==> config.mk <==
export PLATFORM = sky130hd
export DESIGN_NAME = continued_fraction_tangle_classifier
export DESIGN_NICKNAME = d
export VERILOG_FILES = /design/src/hdl/cfc_pkg.sv /design/src/hdl/cfc_rem.sv /design/src/hdl/cfc_datapath.sv /design/src/hdl/cfc_ctrl.sv /design/src/hdl/continued_fraction_tangle_classifier.sv
export SDC_FILE = /design/constraint.sdc
export NUM_CORES = 1
export LEC_CHECK = 0
export BUFFER_PORTS_ARGS = -buffer_cell sky130_fd_sc_hd__buf_2
export CORE_MARGIN = 1.5
export CORE_UTILIZATION = 57
export CTS_CLUSTER_DIAMETER = 150
export DETAILED_ROUTE_END_ITERATION = 12
export PLACE_DENSITY = 0.81
export RECOVER_POWER = 100
export SLEW_MARGIN = 25
export SYNTH_ARGS = -nofsm -noshare
export SYNTH_HDL_FRONTEND = slang
export SYNTH_SLANG_ARGS = --single-unit
==> constraint.sdc <==
create_clock -name clk -period 5.6 [get_ports clk]
set_input_delay 0.28 -clock clk [delete_from_list [all_inputs] [get_ports clk]]
set_output_delay 0.28 -clock clk [all_outputs]
set_load 0.005 [all_outputs]
==> src/hdl/cfc_pkg.sv <==
// Package for the continued-fraction tangle classifier.
// Holds field widths, parity codes, controller states and the control structs.
// No dependencies.
package cfc_pkg;

    localparam int unsigned TWIST_W   = 16;
    localparam int unsigned FIELD_W   = 16;
    localparam int unsigned PARITY_W  = 2;
    localparam int unsigned S_TDATA_W = 16;
    localparam int unsigned M_TDATA_W = 72;
    localparam int unsigned M_TUSER_W = 2;
    localparam int unsigned M_PAD_W   = M_TDATA_W - 4 * FIELD_W - PARITY_W;

    // Parity classes of the final fraction.
    localparam logic [PARITY_W-1:0] PAR_ZERO     = 2'd0;
    localparam logic [PARITY_W-1:0] PAR_ONE      = 2'd1;
    localparam logic [PARITY_W-1:0] PAR_INFINITY = 2'd2;
    localparam logic [PARITY_W-1:0] PAR_FAIL     = 2'd3;

    // Remainder operand order.
    localparam logic SEL_P_MOD_Q = 1'b0;
    localparam logic SEL_Q_MOD_P = 1'b1;

    typedef enum logic [2:0] {
        ST_RUN,
        ST_START_P,
        ST_REM_P,
        ST_START_Q,
        ST_REM_Q,
        ST_EMIT
    } cfc_state_t;

    typedef struct packed {
        logic step;       // advance the recurrence with the accepted word
        logic finish;     // accepted word is the last one: latch and restart
        logic div_start;  // launch the remainder unit
        logic div_sel;    // operand order for the remainder unit
        logic save_rem;   // keep p mod q
        logic out_load;   // load the output register
    } cfc_cmd_t;

    typedef struct packed {
        logic div_done;
    } cfc_sts_t;

    typedef struct packed {
        logic [PARITY_W-1:0] parity_code;
        logic                den_class_bad;
        logic                num_class_bad;
        logic [FIELD_W-1:0]  den_class;
        logic [FIELD_W-1:0]  num_class;
        logic [FIELD_W-1:0]  denominator;
        logic [FIELD_W-1:0]  numerator;
    } cfc_result_t;

endpackage

==> src/hdl/cfc_rem.sv <==
// Bit-serial restoring remainder unit, one dividend bit per cycle.
// Depends on nothing; used by cfc_datapath.
module cfc_rem #(
    parameter int unsigned W = 16
) (
    input  logic         clk,
    input  logic         rst_n,
    input  logic         start,
    input  logic [W-1:0] dividend,
    input  logic [W-1:0] divisor,
    output logic         done,
    output logic [W-1:0] rem
);

    localparam int unsigned CNT_W = $clog2(W + 1);

    logic [CNT_W-1:0] cnt_reg, cnt_next;
    logic             done_reg, done_next;
    logic [W-1:0]     dvd_reg, dvd_next;
    logic [W-1:0]     dvs_reg, dvs_next;
    logic [W-1:0]     rem_reg, rem_next;
    logic [W:0]       trial;
    logic [W:0]       diff;

    always_comb
    begin
        trial = {rem_reg, dvd_reg[W-1]};
        diff  = trial - {1'b0, dvs_reg};
    end

    always_comb
    begin
        cnt_next  = cnt_reg;
        dvd_next  = dvd_reg;
        dvs_next  = dvs_reg;
        rem_next  = rem_reg;
        done_next = (cnt_reg == CNT_W'(1));
        if (start)
        begin
            cnt_next = CNT_W'(W);
            dvd_next = dividend;
            dvs_next = divisor;
            rem_next = '0;
        end
        else if (cnt_reg != '0)
        begin
            cnt_next = cnt_reg - CNT_W'(1);
            dvd_next = {dvd_reg[W-2:0], 1'b0};
            // Keep the difference when the trial value reached the divisor.
            rem_next = diff[W] ? trial[W-1:0] : diff[W-1:0];
        end
    end

    always_ff @(posedge clk or negedge rst_n)
    begin
        if (!rst_n)
        begin
            cnt_reg  <= '0;
            done_reg <= 1'b0;
        end
        else
        begin
            cnt_reg  <= cnt_next;
            done_reg <= done_next;
        end
    end

    always_ff @(posedge clk)
    begin
        dvd_reg <= dvd_next;
        dvs_reg <= dvs_next;
        rem_reg <= rem_next;
    end

    assign done = done_reg;
    assign rem  = rem_reg;

endmodule

==> src/hdl/cfc_datapath.sv <==
// Datapath: convergent recurrence, final operands, remainder unit, output register.
// Depends on cfc_pkg and cfc_rem.
module cfc_datapath
    import cfc_pkg::*;
#(
    parameter int unsigned W = 16
) (
    input  logic               clk,
    input  logic               rst_n,
    input  cfc_cmd_t           cmd,
    output cfc_sts_t           sts,
    input  logic [TWIST_W-1:0] twist,
    output cfc_result_t        result
);

    logic [W-1:0] num_cur_reg, num_cur_next;
    logic [W-1:0] num_prev_reg, num_prev_next;
    logic [W-1:0] den_cur_reg, den_cur_next;
    logic [W-1:0] den_prev_reg, den_prev_next;
    logic [W-1:0] fin_p_reg, fin_p_next;
    logic [W-1:0] fin_q_reg, fin_q_next;
    logic [W-1:0] rem_p_reg, rem_p_next;
    cfc_result_t  res_reg, res_next;
    logic [W-1:0] a_w;
    logic [W-1:0] p_new;
    logic [W-1:0] q_new;
    logic [W-1:0] div_dvd;
    logic [W-1:0] div_dvs;
    logic         div_done;
    logic [W-1:0] div_rem;
    logic         q_zero;
    logic         p_zero;

    // Products wrap at the datapath width.
    always_comb
    begin
        a_w   = W'(twist);
        p_new = a_w * num_cur_reg + num_prev_reg;
        q_new = a_w * den_cur_reg + den_prev_reg;
    end

    always_comb
    begin
        num_cur_next  = num_cur_reg;
        num_prev_next = num_prev_reg;
        den_cur_next  = den_cur_reg;
        den_prev_next = den_prev_reg;
        fin_p_next    = fin_p_reg;
        fin_q_next    = fin_q_reg;
        if (cmd.finish)
        begin
            num_cur_next  = W'(1);
            num_prev_next = '0;
            den_cur_next  = '0;
            den_prev_next = W'(1);
            fin_p_next    = p_new;
            fin_q_next    = q_new;
        end
        else if (cmd.step)
        begin
            num_cur_next  = p_new;
            num_prev_next = num_cur_reg;
            den_cur_next  = q_new;
            den_prev_next = den_cur_reg;
        end
    end

    always_ff @(posedge clk or negedge rst_n)
    begin
        if (!rst_n)
        begin
            num_cur_reg  <= W'(1);
            num_prev_reg <= '0;
            den_cur_reg  <= '0;
            den_prev_reg <= W'(1);
        end
        else
        begin
            num_cur_reg  <= num_cur_next;
            num_prev_reg <= num_prev_next;
            den_cur_reg  <= den_cur_next;
            den_prev_reg <= den_prev_next;
        end
    end

    assign div_dvd = (cmd.div_sel == SEL_Q_MOD_P) ? fin_q_reg : fin_p_reg;
    assign div_dvs = (cmd.div_sel == SEL_Q_MOD_P) ? fin_p_reg : fin_q_reg;

    cfc_rem #(
        .W (W)
    ) u_rem (
        .clk      (clk),
        .rst_n    (rst_n),
        .start    (cmd.div_start),
        .dividend (div_dvd),
        .divisor  (div_dvs),
        .done     (div_done),
        .rem      (div_rem)
    );

    assign sts.div_done = div_done;
    assign rem_p_next   = cmd.save_rem ? div_rem : rem_p_reg;

    always_comb
    begin
        q_zero   = (fin_q_reg == '0);
        p_zero   = (fin_p_reg == '0);
        res_next = res_reg;
        if (cmd.out_load)
        begin
            res_next.numerator     = FIELD_W'(fin_p_reg);
            res_next.denominator   = FIELD_W'(fin_q_reg);
            res_next.num_class     = q_zero ? '0 : FIELD_W'(rem_p_reg);
            res_next.den_class     = p_zero ? '0 : FIELD_W'(div_rem);
            res_next.num_class_bad = q_zero;
            res_next.den_class_bad = p_zero;
            case ({fin_p_reg[0], fin_q_reg[0]})
                2'b11:   res_next.parity_code = PAR_ONE;
                2'b10:   res_next.parity_code = PAR_INFINITY;
                2'b01:   res_next.parity_code = PAR_ZERO;
                default: res_next.parity_code = PAR_FAIL;
            endcase
        end
    end

    always_ff @(posedge clk)
    begin
        fin_p_reg <= fin_p_next;
        fin_q_reg <= fin_q_next;
        rem_p_reg <= rem_p_next;
        res_reg   <= res_next;
    end

    assign result = res_reg;

endmodule

==> src/hdl/cfc_ctrl.sv <==
// Controller state machine: stream handshakes and sequencing of the remainder work.
// Depends on cfc_pkg.
module cfc_ctrl
    import cfc_pkg::*;
(
    input  logic     clk,
    input  logic     rst_n,
    input  logic     s_tvalid,
    input  logic     s_tlast,
    output logic     s_tready,
    output logic     m_tvalid,
    input  logic     m_tready,
    output cfc_cmd_t cmd,
    input  cfc_sts_t sts
);

    cfc_state_t state_reg, state_next;
    logic       out_valid_reg, out_valid_next;
    logic       out_free;

    assign out_free = !out_valid_reg || m_tready;

    always_comb
    begin
        state_next = state_reg;
        case (state_reg)
            ST_RUN:
            begin
                if (s_tvalid && s_tlast)
                begin
                    state_next = ST_START_P;
                end
            end
            ST_START_P: state_next = ST_REM_P;
            ST_REM_P:
            begin
                if (sts.div_done)
                begin
                    state_next = ST_START_Q;
                end
            end
            ST_START_Q: state_next = ST_REM_Q;
            ST_REM_Q:
            begin
                if (sts.div_done)
                begin
                    state_next = ST_EMIT;
                end
            end
            ST_EMIT:
            begin
                if (out_free)
                begin
                    state_next = ST_RUN;
                end
            end
            default: state_next = ST_RUN;
        endcase
    end

    always_comb
    begin
        s_tready      = 1'b0;
        cmd.step      = 1'b0;
        cmd.finish    = 1'b0;
        cmd.div_start = 1'b0;
        cmd.div_sel   = SEL_P_MOD_Q;
        cmd.save_rem  = 1'b0;
        cmd.out_load  = 1'b0;
        case (state_reg)
            ST_RUN:
            begin
                s_tready   = 1'b1;
                cmd.step   = s_tvalid;
                cmd.finish = s_tvalid && s_tlast;
            end
            ST_START_P:
            begin
                cmd.div_start = 1'b1;
            end
            ST_REM_P:
            begin
                cmd.save_rem = sts.div_done;
            end
            ST_START_Q:
            begin
                cmd.div_start = 1'b1;
                cmd.div_sel   = SEL_Q_MOD_P;
            end
            ST_REM_Q:
            begin
                cmd.div_sel = SEL_Q_MOD_P;
            end
            ST_EMIT:
            begin
                cmd.div_sel  = SEL_Q_MOD_P;
                cmd.out_load = out_free;
            end
            default:
            begin
                s_tready = 1'b0;
            end
        endcase
    end

    always_comb
    begin
        if (cmd.out_load)
        begin
            out_valid_next = 1'b1;
        end
        else if (m_tready)
        begin
            out_valid_next = 1'b0;
        end
        else
        begin
            out_valid_next = out_valid_reg;
        end
    end

    always_ff @(posedge clk or negedge rst_n)
    begin
        if (!rst_n)
        begin
            state_reg     <= ST_RUN;
            out_valid_reg <= 1'b0;
        end
        else
        begin
            state_reg     <= state_next;
            out_valid_reg <= out_valid_next;
        end
    end

    assign m_tvalid = out_valid_reg;

endmodule

==> src/hdl/continued_fraction_tangle_classifier.sv <==
// A word without tlast advances the recurrence; after a word with tlast the result word
// appears once the shared bit-serial remainder unit has made its two passes. Inside a
// vector one word is taken per cycle; after each last word the slave side stays closed
// until the result word is loaded. Reset (rst_n low, asynchronous) empties the output and
// returns the recurrence to p = 1, p_prev = 0, q = 0, q_prev = 1.
//
// Top level of the continued-fraction tangle classifier.
// Depends on cfc_pkg, cfc_ctrl and cfc_datapath.
//
// Each slave word carries one twist vector entry a. The datapath keeps the two most
// recent convergents and forms p' = a*p + p_prev and q' = a*q + q_prev, both wrapping
// at VALUE_WIDTH bits. On the word marked with s_tlast the final p and q are latched,
// the recurrence restarts, and the controller runs the shared remainder unit twice,
// first for p mod q and then for q mod p. The result word then goes to the output
// register, where it waits for m_tready; new entries of the next vector are taken as
// soon as the controller is back in its run state, even while that word still waits.
// A remainder by zero is reported as zero, with its flag set in m_tuser.
module continued_fraction_tangle_classifier
    import cfc_pkg::*;
#(
    parameter int unsigned VALUE_WIDTH = 16
) (
    input  logic                 clk,
    input  logic                 rst_n,
    input  logic                 s_tvalid,
    output logic                 s_tready,
    input  logic [S_TDATA_W-1:0] s_tdata,  // [15:0] twist
    input  logic                 s_tlast,  // last entry of the twist vector
    output logic                 m_tvalid,
    input  logic                 m_tready,
    // [15:0] numerator, [31:16] denominator, [47:32] numerator_class,
    // [63:48] denominator_class, [65:64] parity_code, [71:66] zero
    output logic [M_TDATA_W-1:0] m_tdata,
    // [0] numerator_class_bad, [1] denominator_class_bad
    output logic [M_TUSER_W-1:0] m_tuser
);

    cfc_cmd_t    cmd;
    cfc_sts_t    sts;
    cfc_result_t result;

    cfc_ctrl u_ctrl (
        .clk      (clk),
        .rst_n    (rst_n),
        .s_tvalid (s_tvalid),
        .s_tlast  (s_tlast),
        .s_tready (s_tready),
        .m_tvalid (m_tvalid),
        .m_tready (m_tready),
        .cmd      (cmd),
        .sts      (sts)
    );

    cfc_datapath #(
        .W (VALUE_WIDTH)
    ) u_datapath (
        .clk    (clk),
        .rst_n  (rst_n),
        .cmd    (cmd),
        .sts    (sts),
        .twist  (s_tdata[TWIST_W-1:0]),
        .result (result)
    );

    // Pack the result word, first field in the lowest bits.
    assign m_tdata = {
        {M_PAD_W{1'b0}},
        result.parity_code,
        result.den_class,
        result.num_class,
        result.denominator,
        result.numerator
    };
    assign m_tuser = {result.den_class_bad, result.num_class_bad};

endmodule

==> results of run 1 <==
-- what timing repair did --
item,in CTS,in global routing
endpoints found under the setup margin,0,10
hold endpoints to repair,4,0
gates resized for setup,0,11
buffers inserted,0,3
hold buffers,1,0
-- power groups by stage --
stage | Clock (mW) | Sequential [mW] | Combinational, mW
final | 1.79 | 1.85 | 0.0781
after CTS | 1.82 | 1.85 | 0.0773
after floorplan | 0 | 1.88 | 0.0323
after global placement | 0 | 1.88 | 0.0751
after global routing | 1.89 | 1.85 | 0.0839
after detailed placement | 0 | 1.88 | 0.0763
-- metrics by stage --
step	area, um2	hold WS [ns]	total power [mW]	cells	setup WS [ns]
finish	20600	0.0969	3.72	2374	0.170
global route	20600	0.0989	3.82	2374	-0.0101
CTS	20700	0.0818	3.75	2371	0.0955
detailed placement	19700	0.0824	1.96	2322	0.112
global placement	19700	0.0822	1.96	2322	0.204
floorplan	18800	-0.0156	1.92	1846	0.154
-- critical path: cells and delay by family (launching register included) --
family,cells,cell delay [ns]
adders and majority gates,7,3.43
AOI/OAI and AO/OA,4,0.88
xor gates and xnor gates,1,0.15
DFF,1,0.44
and+or+nand+nor,1,0.15
buffers and inverters,3,0.26
-- worst max path at each step --
| stage | cells past startpoint | start | end | slack [ns] |
|---|---|---|---|---|
| after floorplan | 17 | s_tdata[6] | u_datapath.den_cur_reg[15] | 0.15 |
| after global placement | 18 | u_datapath.num_cur_reg[2] | u_datapath.num_cur_reg[14] | 0.20 |
| after detailed placement | 19 | s_tdata[6] | u_datapath.den_cur_reg[15] | 0.11 |
| after CTS | 18 | u_datapath.den_cur_reg[1] | u_datapath.den_cur_reg[15] | 0.1 |
| after global routing | 18 | u_datapath.num_cur_reg[5] | u_datapath.num_cur_reg[14] | -0.01 |
| final | 16 | u_datapath.den_cur_reg[1] | u_datapath.den_cur_reg[15] | 0.17 |
-- cells by family (layout without fill, tap and decap cells) --
family	Yosys count	in the layout	share of synthesized area [%]
AO/OA/AOI/OAI	213	213	7.77
XOR/XNOR	96	96	4.47
adder cells (fa/ha/maj)	314	314	28.4
buffers and inverters	436	522	8.94
flip-flops	238	238	35.2
multiplexers	47	47	2.63
other	1	6	0.0199
AND/OR/NAND/NOR	496	496	12.5
-- routing by layer --
layer / vias up / wire, um / GRT usage (%)
li1: 5990 / - / -
met1: 6632 / 17800 / 34.9
met2: 521 / 21900 / 46.7
met3: 99 / 2990 / 3.69
met4: 2 / 1340 / 8.75
met5: - / 13 / 0
-- final cells by class --
| class | count | share of cell area (%) |
|---|---|---|
| Clock inverter | 18 | 0.978 |
| Tap cell | 442 | 2.69 |
| Multi-Input combinational cell | 1172 | 51.1 |
| Clock buffer | 30 | 3.38 |
| Sequential cell | 238 | 32.2 |
| Inverter | 344 | 6.27 |
| Timing Repair Buffer | 130 | 3.35 |
-- cells in the final DEF, fill, tap and decap left out, drive strengths merged, types with 5 or more instances in the layout --
cell type  Yosys  layout
dfrtp         72      72
or2            5       5
a41o          26      26
clkbuf        77      84
ha           125     125
nand3         11      11
clkinv         0      12
nor4           9       9
nand2        250     250
o21ai         59      59
dfxtp         16      16
nor2b          7       7
a22o          20      20
nor3          16      16
mux2i         28      28
xor2          16      16
a21oi         55      55
xnor2         80      80
nand2b         8       8
buf           15      75
o21a           7       7
fa           189     189
a21o           6       6
inv          344     343
conb           1       6
edfxtp       148     148
mux2          19      19
and2         132     132
nor2          47      47
nand4          5       5
o31ai          7       7
==> results.py, run 1 <==
metrics = {
    "floorplanning": {
        "rows": 66,
        "floorplan.die_area_um2": 34100,
        "start_util_pct": 57.8,
        "chipHeight_um": 185,
        "num_io_pins": 97,
        "fp.dieW_um": 185,
        "coreArea_um2": 32500,
    },
    "worst_setup_path": {
        "slowest_stage": "fa_1",
        "rr_startpoint": "u_datapath.den_cur_reg[1]",
        "path_cells": "buf_4 -> and2_1 -> fa_1 -> inv_1 -> fa_1 -> fa_1 -> fa_1 -> fa_1 -> fa_1 -> inv_1 -> ha_1 -> o21a_1 -> a41o_1 -> o41a_1 -> xnor2_1 -> a22o_1",
        "worstSetupEndpointType": "register",
        "rr_worst_depth": 16,
        "cpMostUsedCell": "fa_1",
        "arrival_ns": 5.85,
        "worstSetupStartpointType": "register",
        "ff2ff_setup_slack_ns": 0.17,
        "worstPathRequired_ns": 6.02,
        "crit_type": "reg -> reg",
        "critPathMaxStageDelay_ns": 0.57,
        "r2r_end": "u_datapath.den_cur_reg[15]",
        "cp_max_fo": 6,
    },
    "routing": {
        "dr_total_vias": 13200,
        "routed_wl_um": 44000,
        "drtIter0Drc": 819,
        "wl_per_cell_um": 18.5,
        "viasPerCell": 5.58,
        "firstDrtPassIters": 6,
        "ant_nets": 0,
        "drc_errors": 0,
    },
    "pwr": {
        "pwr-share-seq_pct": 49.7,
        "leakage_nw": 9.08,
        "combPwrFrac_pct": 2.1,
        "p_sw_mw": 0.782,
        "ir_drop_mv": 0.235,
        "sw_frac_of_total_pct": 21.0,
        "clkPwrFrac_pct": 48.2,
        "internal_power_mw": 2.94,
        "cellPowerDensity_nw_per_um2": 181,
    },
    "clock_tree": {
        "tritoncts": "yes",
        "cts-root-buf": "clkbuf_16",
        "clockBufferDepth": 3,
        "clkLatencyLatePin_ns": 0.53,
        "cts.sinks": 238,
        "htreeDepth": 1,
        "numCtsBuffers": 26,
        "path_clk_slew_ns": 0.07,
    },
    "sta": {
        "skew_ns": 0.00722,
        "fmax_ghz": 0.184,
        "relSlewSlack_pct": -70.4,
        "period_share_pct": 97.0,
        "hold_viol": 0,
        "post-route-min-period_ns": 5.43,
        "fin_tns_setup_ns": 0,
        "report.final.slew_viol_count": 155,
        "worst_pin_slew_ns": 2.56,
        "finalSetupViolations": 0,
    },
    "synthesis": {
        "yosysTopAreaCell": "edfxtp_1",
        "yosysWarnings": 0,
        "syn-instance-count": 1841,
        "synthTopCellsByCount": "344 x inv_1, 250 x nand2_1, 189 x fa_1, 148 x edfxtp_1, 132 x and2_1",
        "syn_area_um2": 18800,
        "synthMostInstantiatedCell": "inv_1",
        "ys_ff_latch": 238,
        "ys_types": 66,
        "synth-edff-count": 148,
        "async_flop_share_pct": 31.1,
        "synth_top_area_share_pct": 23.6,
        "syn_area_per_cell_um2": 10.2,
        "synthFlopType": "edfxtp_1",
        "seq_area_frac_synth_pct": 35.2,
        "synthTopCellsByArea": "edfxtp_1 24%, fa_1 20%, dfrtp_1 9.6%",
    },
    "hold_path": {
        "hold_start": "m_tready",
        "min_path_type": "in -> reg",
        "min_path_cells": 3,
        "whs_endpoint": "u_ctrl.m_tvalid",
    },
    "global_route": {
        "track_usage_pct": 26.9,
        "grt_pass1_wl_um": 71200,
        "antenna_found_initial": 1,
        "grt.overflow.total": 0,
        "grt_max_degree": 71,
        "grt_pass1_vias": 13800,
    },
    "placed_design": {
        "place_congestion": 0.899,
        "portBuffers": 90,
        "place_hpwl_um": 32500,
    },
    "layout": {
        "fillers": 2607,
        "diodes": 0,
        "layout-drive-gt1-share_pct": 8.28,
        "nNetsFinal": 2247,
        "area_growth_pct": 9.54,
        "multi_input_area_um2": 10500,
        "seq_area_um2": 6630,
        "largest_reg_flops": 68,
        "fin_util_pct": 63.3,
    },
    "run_status": {
        "failed_checks": "capacitance limit, slew limit",
        "outcome": "finished with violations",
    },
    "job": {
        "drv_cap": 4,
    },
}
(Power assumes the default switching activity.)
==> inputs of run 2 (changes only) <==
- CORE_UTILIZATION: 57 -> 60
- clock period: 5.6 -> 6.7 ns (I/O delays scaled with it)
==> run 2 against run 1 <==
- first-iteration DRC count up 2.0%
- core utilization up 2.3 points
- critical path type unchanged
- sequential power down 17%
- design area down 2.0%
- register-to-register slack better by 0.67 ns
- global-route usage up 0.75 points
- combinational power down 22%
- the run ends with DRC, capacitance limit, slew limit left
- hold slack better by 0.010 ns
==> results.py, run 2 (same netlist as run 1, synthesis figures left out) <==
metrics = {
    "placed_design": {
        "dp_cells": 2247,
        "place_congestion": 0.903,
        "pre_cts_ws_ns": 1.02,
        "place_hpwl_um": 31500,
        "place_area_um2": 19500,
        "portBuffers": 90,
    },
    "layout": {
        "largest_reg_flops": 68,
        "layout_commonest_cell": "inv_1",
        "diodes": 0,
        "fin_util_pct": 65.6,
        "area_growth_pct": 7.30,
        "final_cells": 2295,
        "mostFrequentLayoutCells": "343 x inv_1, 249 x nand2_1, 189 x fa_1",
        "layout-drive-gt1-share_pct": 7.00,
        "nNetsFinal": 2215,
        "design_area_um2": 20200,
    },
    "pwr": {
        "ir_drop_mv": 0.163,
        "cellPowerDensity_nw_per_um2": 147,
        "p_total_mw": 2.97,
        "leakage_nw": 8.91,
    },
    "clock_tree": {
        "cts-root-buf": "clkbuf_16",
        "cts.sinks": 238,
        "htreeDepth": 1,
        "tritoncts": "yes",
        "clockBufferDepth": 3,
        "ctsResizeCount": 0,
        "path_clk_slew_ns": 0.06,
        "numCtsBuffers": 26,
        "clkLatencyLatePin_ns": 0.54,
    },
    "floorplanning": {
        "num_io_pins": 97,
        "start_util_pct": 61.1,
        "fp.dieW_um": 180,
        "floorplan.die_area_um2": 32400,
        "chipHeight_um": 180,
        "rows": 64,
        "coreArea_um2": 30700,
    },
    "routing": {
        "firstDrtPassIters": 11,
        "dr_total_vias": 13100,
        "wl_per_cell_um": 19.0,
        "routed_wl_um": 43600,
        "viasPerCell": 5.69,
        "drc_errors": 10,
        "ant_nets": 0,
        "drtIter0Drc": 835,
    },
    "worst_setup_path": {
        "worstSetupEndpointType": "register",
        "arrival_ns": 6.04,
        "crit_type": "reg -> reg",
        "worstSetupStartpointType": "register",
        "worstPathRequired_ns": 6.88,
        "cp_max_fo": 61,
    },
    "global_route": {
        "grt.overflow.total": 0,
        "grt_max_degree": 75,
        "track_usage_pct": 27.7,
        "grt_pass1_wl_um": 71200,
        "antenna_found_initial": 0,
        "grt_pass1_vias": 13800,
    },
    "sta": {
        "finalSetupViolations": 0,
        "setup_ws_ns": 0.844,
        "post-route-min-period_ns": 5.86,
        "skew_ns": 0.00932,
        "relSlewSlack_pct": -206,
        "fmax_ghz": 0.171,
        "holdWs_ns": 0.107,
        "hold_viol": 0,
        "worst_pin_slew_ns": 4.60,
        "report.final.slew_viol_count": 308,
        "period_share_pct": 87.4,
        "rsz0062_at_grt": "false",
        "fin_tns_setup_ns": 0,
    },
    "job": {
        "drv_cap": 5,
    },
    "hold_path": {
        "min_path_type": "in -> reg",
    },
    "run_status": {
        "outcome": "finished with violations",
        "failed_checks": "DRC, capacitance limit, slew limit",
    },
}
run 2: cell types whose count changed in the layout (fill, tap and decap cells not counted), sizes merged:
| cell | previous run | this run |
|---|---|---|
| inv | 343 | 345 |
| bufinv | 4 | 1 |
| clkinv | 12 | 7 |
| clkinvlp | 3 | 2 |
| buf | 75 | 64 |
| clkbuf | 84 | 69 |
run 2: worst paths after layout:
check | start | to | slack [ns] | cells past startpoint
max in group asynchronous | rst_n | u_datapath.num_prev_reg[12] | 2.13 | 2
worst min-delay path | m_tready | u_ctrl.m_tvalid | 0.11 | 3
worst max register to register | u_ctrl.state_reg[1] | u_datapath.fin_q_reg[15] | 0.84 | 6
min in group asynchronous | rst_n | u_datapath.u_rem.cnt_reg[0] | 2.00 | 2
worst max-delay path | u_ctrl.state_reg[1] | u_datapath.fin_q_reg[15] | 0.84 | 6
worst min register to register | u_datapath.u_rem.rem[0] | u_datapath.rem_p_reg[0] | 0.49 | 0
run 2: power breakdown:
part / total (mW) / switching, mW / leakage [nW] / internal, mW
combinational: 0.0612 / 0.0539 / 6.16 / 0.00732
clock: 1.37 / 0.594 / 0.386 / 0.772
sequential: 1.54 / 0.0000000000000000231 / 2.36 / 1.54
total: 2.97 / 0.648 / 8.91 / 2.32
run 2: critical path, stage by stage (launching register included):
cell and delay (ns):
dfrtp_1 0.79, nor3_1 0.30, clkbuf_1 1.97, nand2_1 0.37, clkbuf_1 1.20, nor2_2 0.36, buf_4 0.45
run 2: what timing repair did:
action / CTS / global route
endpoints found under the hold margin: 0 / 72
buffers inserted: 0 / 0
hold buffers: 0 / 1
setup endpoints to repair: 0 / 0
run 2: metal layers:
metal	GRT usage, %	routed length (um)	share of wire, %
met5	0	0	0
met3	3.72	2730	6.3
met4	9.88	1500	3.4
met2	49.5	22100	51
met1	34.6	17200	40
run 2: area by class of cell:
class	instances	area (um2)
fillers	2401	10600
well taps	396	495
clock inverters	11	103
multi-input cells	1172	10500
flip-flops and latches	238	6620
repair buffers	98	462
clock buffers	36	698
inverters	344	1290
==> inputs of run 3 (changes only) <==
- BUFFER_PORTS_ARGS: -buffer_cell sky130_fd_sc_hd__buf_2 -> -buffer_cell sky130_fd_sc_hd__buf_4
==> run 3 against run 2 <==
- the flow still finishes with violations (DRC, capacitance limit, slew limit)
- critical path depth increased by 12
- hold slack worse by 0.0053 ns
- cell count up 0.17%
- routed wire length shrank 0.25%
- clock skew grew 0.010 ns
- core utilization grew 0.96 points
- clock-buffer cell count up 2
- clock power grew 6%
- register-to-register slack gained 0.14 ns
- global-route usage fell by 0.14 points
- combinational power grew 4.4%
- critical path type unchanged
==> results.py, run 3 (same netlist as run 1, synthesis figures left out) <==
metrics = {
    "placed_design": {
        "dp_cells": 2248,
        "place_hpwl_um": 31700,
        "place_congestion": 0.912,
        "portBuffers": 90,
    },
    "clock_tree": {
        "htreeDepth": 1,
        "clkLatencyLatePin_ns": 0.56,
        "path_clk_slew_ns": 0.06,
        "numCtsBuffers": 27,
        "cts-root-buf": "clkbuf_16",
        "postCtsSetupBuffers": 0,
        "clockBufferDepth": 3,
        "tritoncts": "yes",
        "cts.sinks": 238,
    },
    "hold_path": {
        "min_path_type": "in -> reg",
    },
    "layout": {
        "final_cells": 2299,
        "area_growth_pct": 8.87,
        "nNetsFinal": 2217,
        "layout-drive-gt1-share_pct": 8.30,
        "largest_reg_flops": 68,
        "diodes": 0,
        "layout_commonest_cell": "inv_1",
        "mostFrequentLayoutCells": "343 x inv_1, 249 x nand2_1, 189 x fa_1",
    },
    "worst_setup_path": {
        "cpMostUsedCell": "fa_1",
        "critPathTopFamily": "adder cells",
        "crit_type": "reg -> reg",
        "worstSetupEndpointType": "register",
        "arrival_ns": 6.16,
        "critPathBufInv": 4,
        "cp_max_fo": 17,
        "critPathMaxStageDelay_ns": 0.58,
        "worstPathRequired_ns": 7.14,
        "path_cells": "and2_0 -> fa_1 -> inv_1 -> fa_1 -> fa_1 -> fa_1 -> inv_1 -> fa_1 -> inv_1 -> fa_1 -> inv_1 -> ha_1 -> nand3_1 -> nand2_1 -> a41o_1 -> o41ai_1 -> xnor2_1 -> a22o_1",
        "slowest_stage": "dfrtp_1",
        "worstSetupStartpointType": "register",
    },
    "sta": {
        "hold_viol": 0,
        "relSlewSlack_pct": -187,
        "fin_tns_setup_ns": 0,
        "fmax_ghz": 0.175,
        "rsz0062_at_grt": "false",
        "period_share_pct": 85.3,
        "skew_ns": 0.0194,
        "worst_pin_slew_ns": 4.31,
        "report.final.slew_viol_count": 305,
        "finalSetupViolations": 0,
        "post-route-min-period_ns": 5.71,
    },
    "run_status": {
        "outcome": "finished with violations",
        "failed_checks": "DRC, capacitance limit, slew limit",
    },
    "routing": {
        "drc_errors": 9,
        "wl_per_cell_um": 18.9,
        "firstDrtPassIters": 11,
        "viasPerCell": 5.67,
        "ant_nets": 0,
        "drtIter0Drc": 959,
        "dr_total_vias": 13000,
        "routed_wl_um": 43500,
    },
    "floorplanning": {
        "coreArea_um2": 30700,
        "chipHeight_um": 180,
        "rows": 64,
        "fp.dieW_um": 180,
        "start_util_pct": 61.1,
        "floorplan.die_area_um2": 32400,
        "num_io_pins": 97,
    },
    "job": {
        "drv_cap": 5,
    },
    "pwr": {
        "cellPowerDensity_nw_per_um2": 149,
        "ir_drop_mv": 0.175,
        "leakage_nw": 9.05,
    },
    "global_route": {
        "grt_pass1_wl_um": 70600,
        "grt_max_degree": 72,
        "grt.overflow.total": 0,
        "track_usage_pct": 27.5,
        "antenna_found_initial": 0,
        "grt_pass1_vias": 13700,
    },
}
[run 3: cell types whose count changed in the layout (fill, tap and decap cells not counted), sizes merged]
cell,delta
clkbuf,+45
buf,-42
clkinv,-1
clkinvlp,+1
inv,+1
[run 3: worst min-delay path: cells and delay by family]
kind,cells,cell delay [ns]
buffers and inverters,1,0.09
AND/OR/NAND/NOR,2,0.19
[run 3: metal layers]
layer	global-route usage, %	up-vias	part of all wire (%)
met4	11.4	0	4.3
met3	4.51	132	7.0
met2	47.5	540	49
met1	34.7	6429	39
li1	-	5923	-
met5	0	-	0
[run 3: worst paths after layout]
path	startpoint	end	slack, ns	cells after the start
min in group asynchronous	rst_n	u_datapath.u_rem.cnt_reg[2]	0.15	2
max in group asynchronous	rst_n	u_datapath.num_cur_reg[13]	2.19	3
worst max register to register	u_datapath.num_cur_reg[1]	u_datapath.num_cur_reg[15]	0.99	18
worst min register to register	u_datapath.den_prev_reg[0]	u_datapath.den_prev_reg[0]	0.48	2
worst min-delay path	m_tready	u_ctrl.m_tvalid	0.10	3
worst max-delay path	u_datapath.num_cur_reg[1]	u_datapath.num_cur_reg[15]	0.99	18
[run 3: power by group]
group                 switching [mW]  internal (mW)
Sequential     0.0000000000000000212           1.54
Clock                          0.621          0.825
Combinational                 0.0534         0.0105
[run 3: repair_timing]
| action | in CTS | in global routing |
|---|---|---|
| hold endpoints to repair | 3 | 0 |
| gates resized for setup | 0 | 0 |
| hold buffers | 1 | 0 |
[run 3: per-stage QoR]
stage               total power [mW]  hold slack, ns  cell area (um2)  util, %  setup slack [ns]
global route                    3.14           0.104            20500     66.6             0.554
global placement                1.64           0.131            19700     64.0              1.17
detailed placement              1.64           0.132            19700     64.0              1.03
finish                          3.06           0.102            20500     66.6             0.986
CTS                             3.08          0.0860            20600     66.9              1.00
floorplan                       1.60          0.0394            18800        -              1.20
[run 3: final cells by class]
type	instances	area (um2)
tap	396	495
multi-input combinational	1172	10500
timing repair buffer	99	689
clock inverter	12	118
sequential	238	6620
inverter	344	1290
clock buffer	38	747
fill	2293	10300
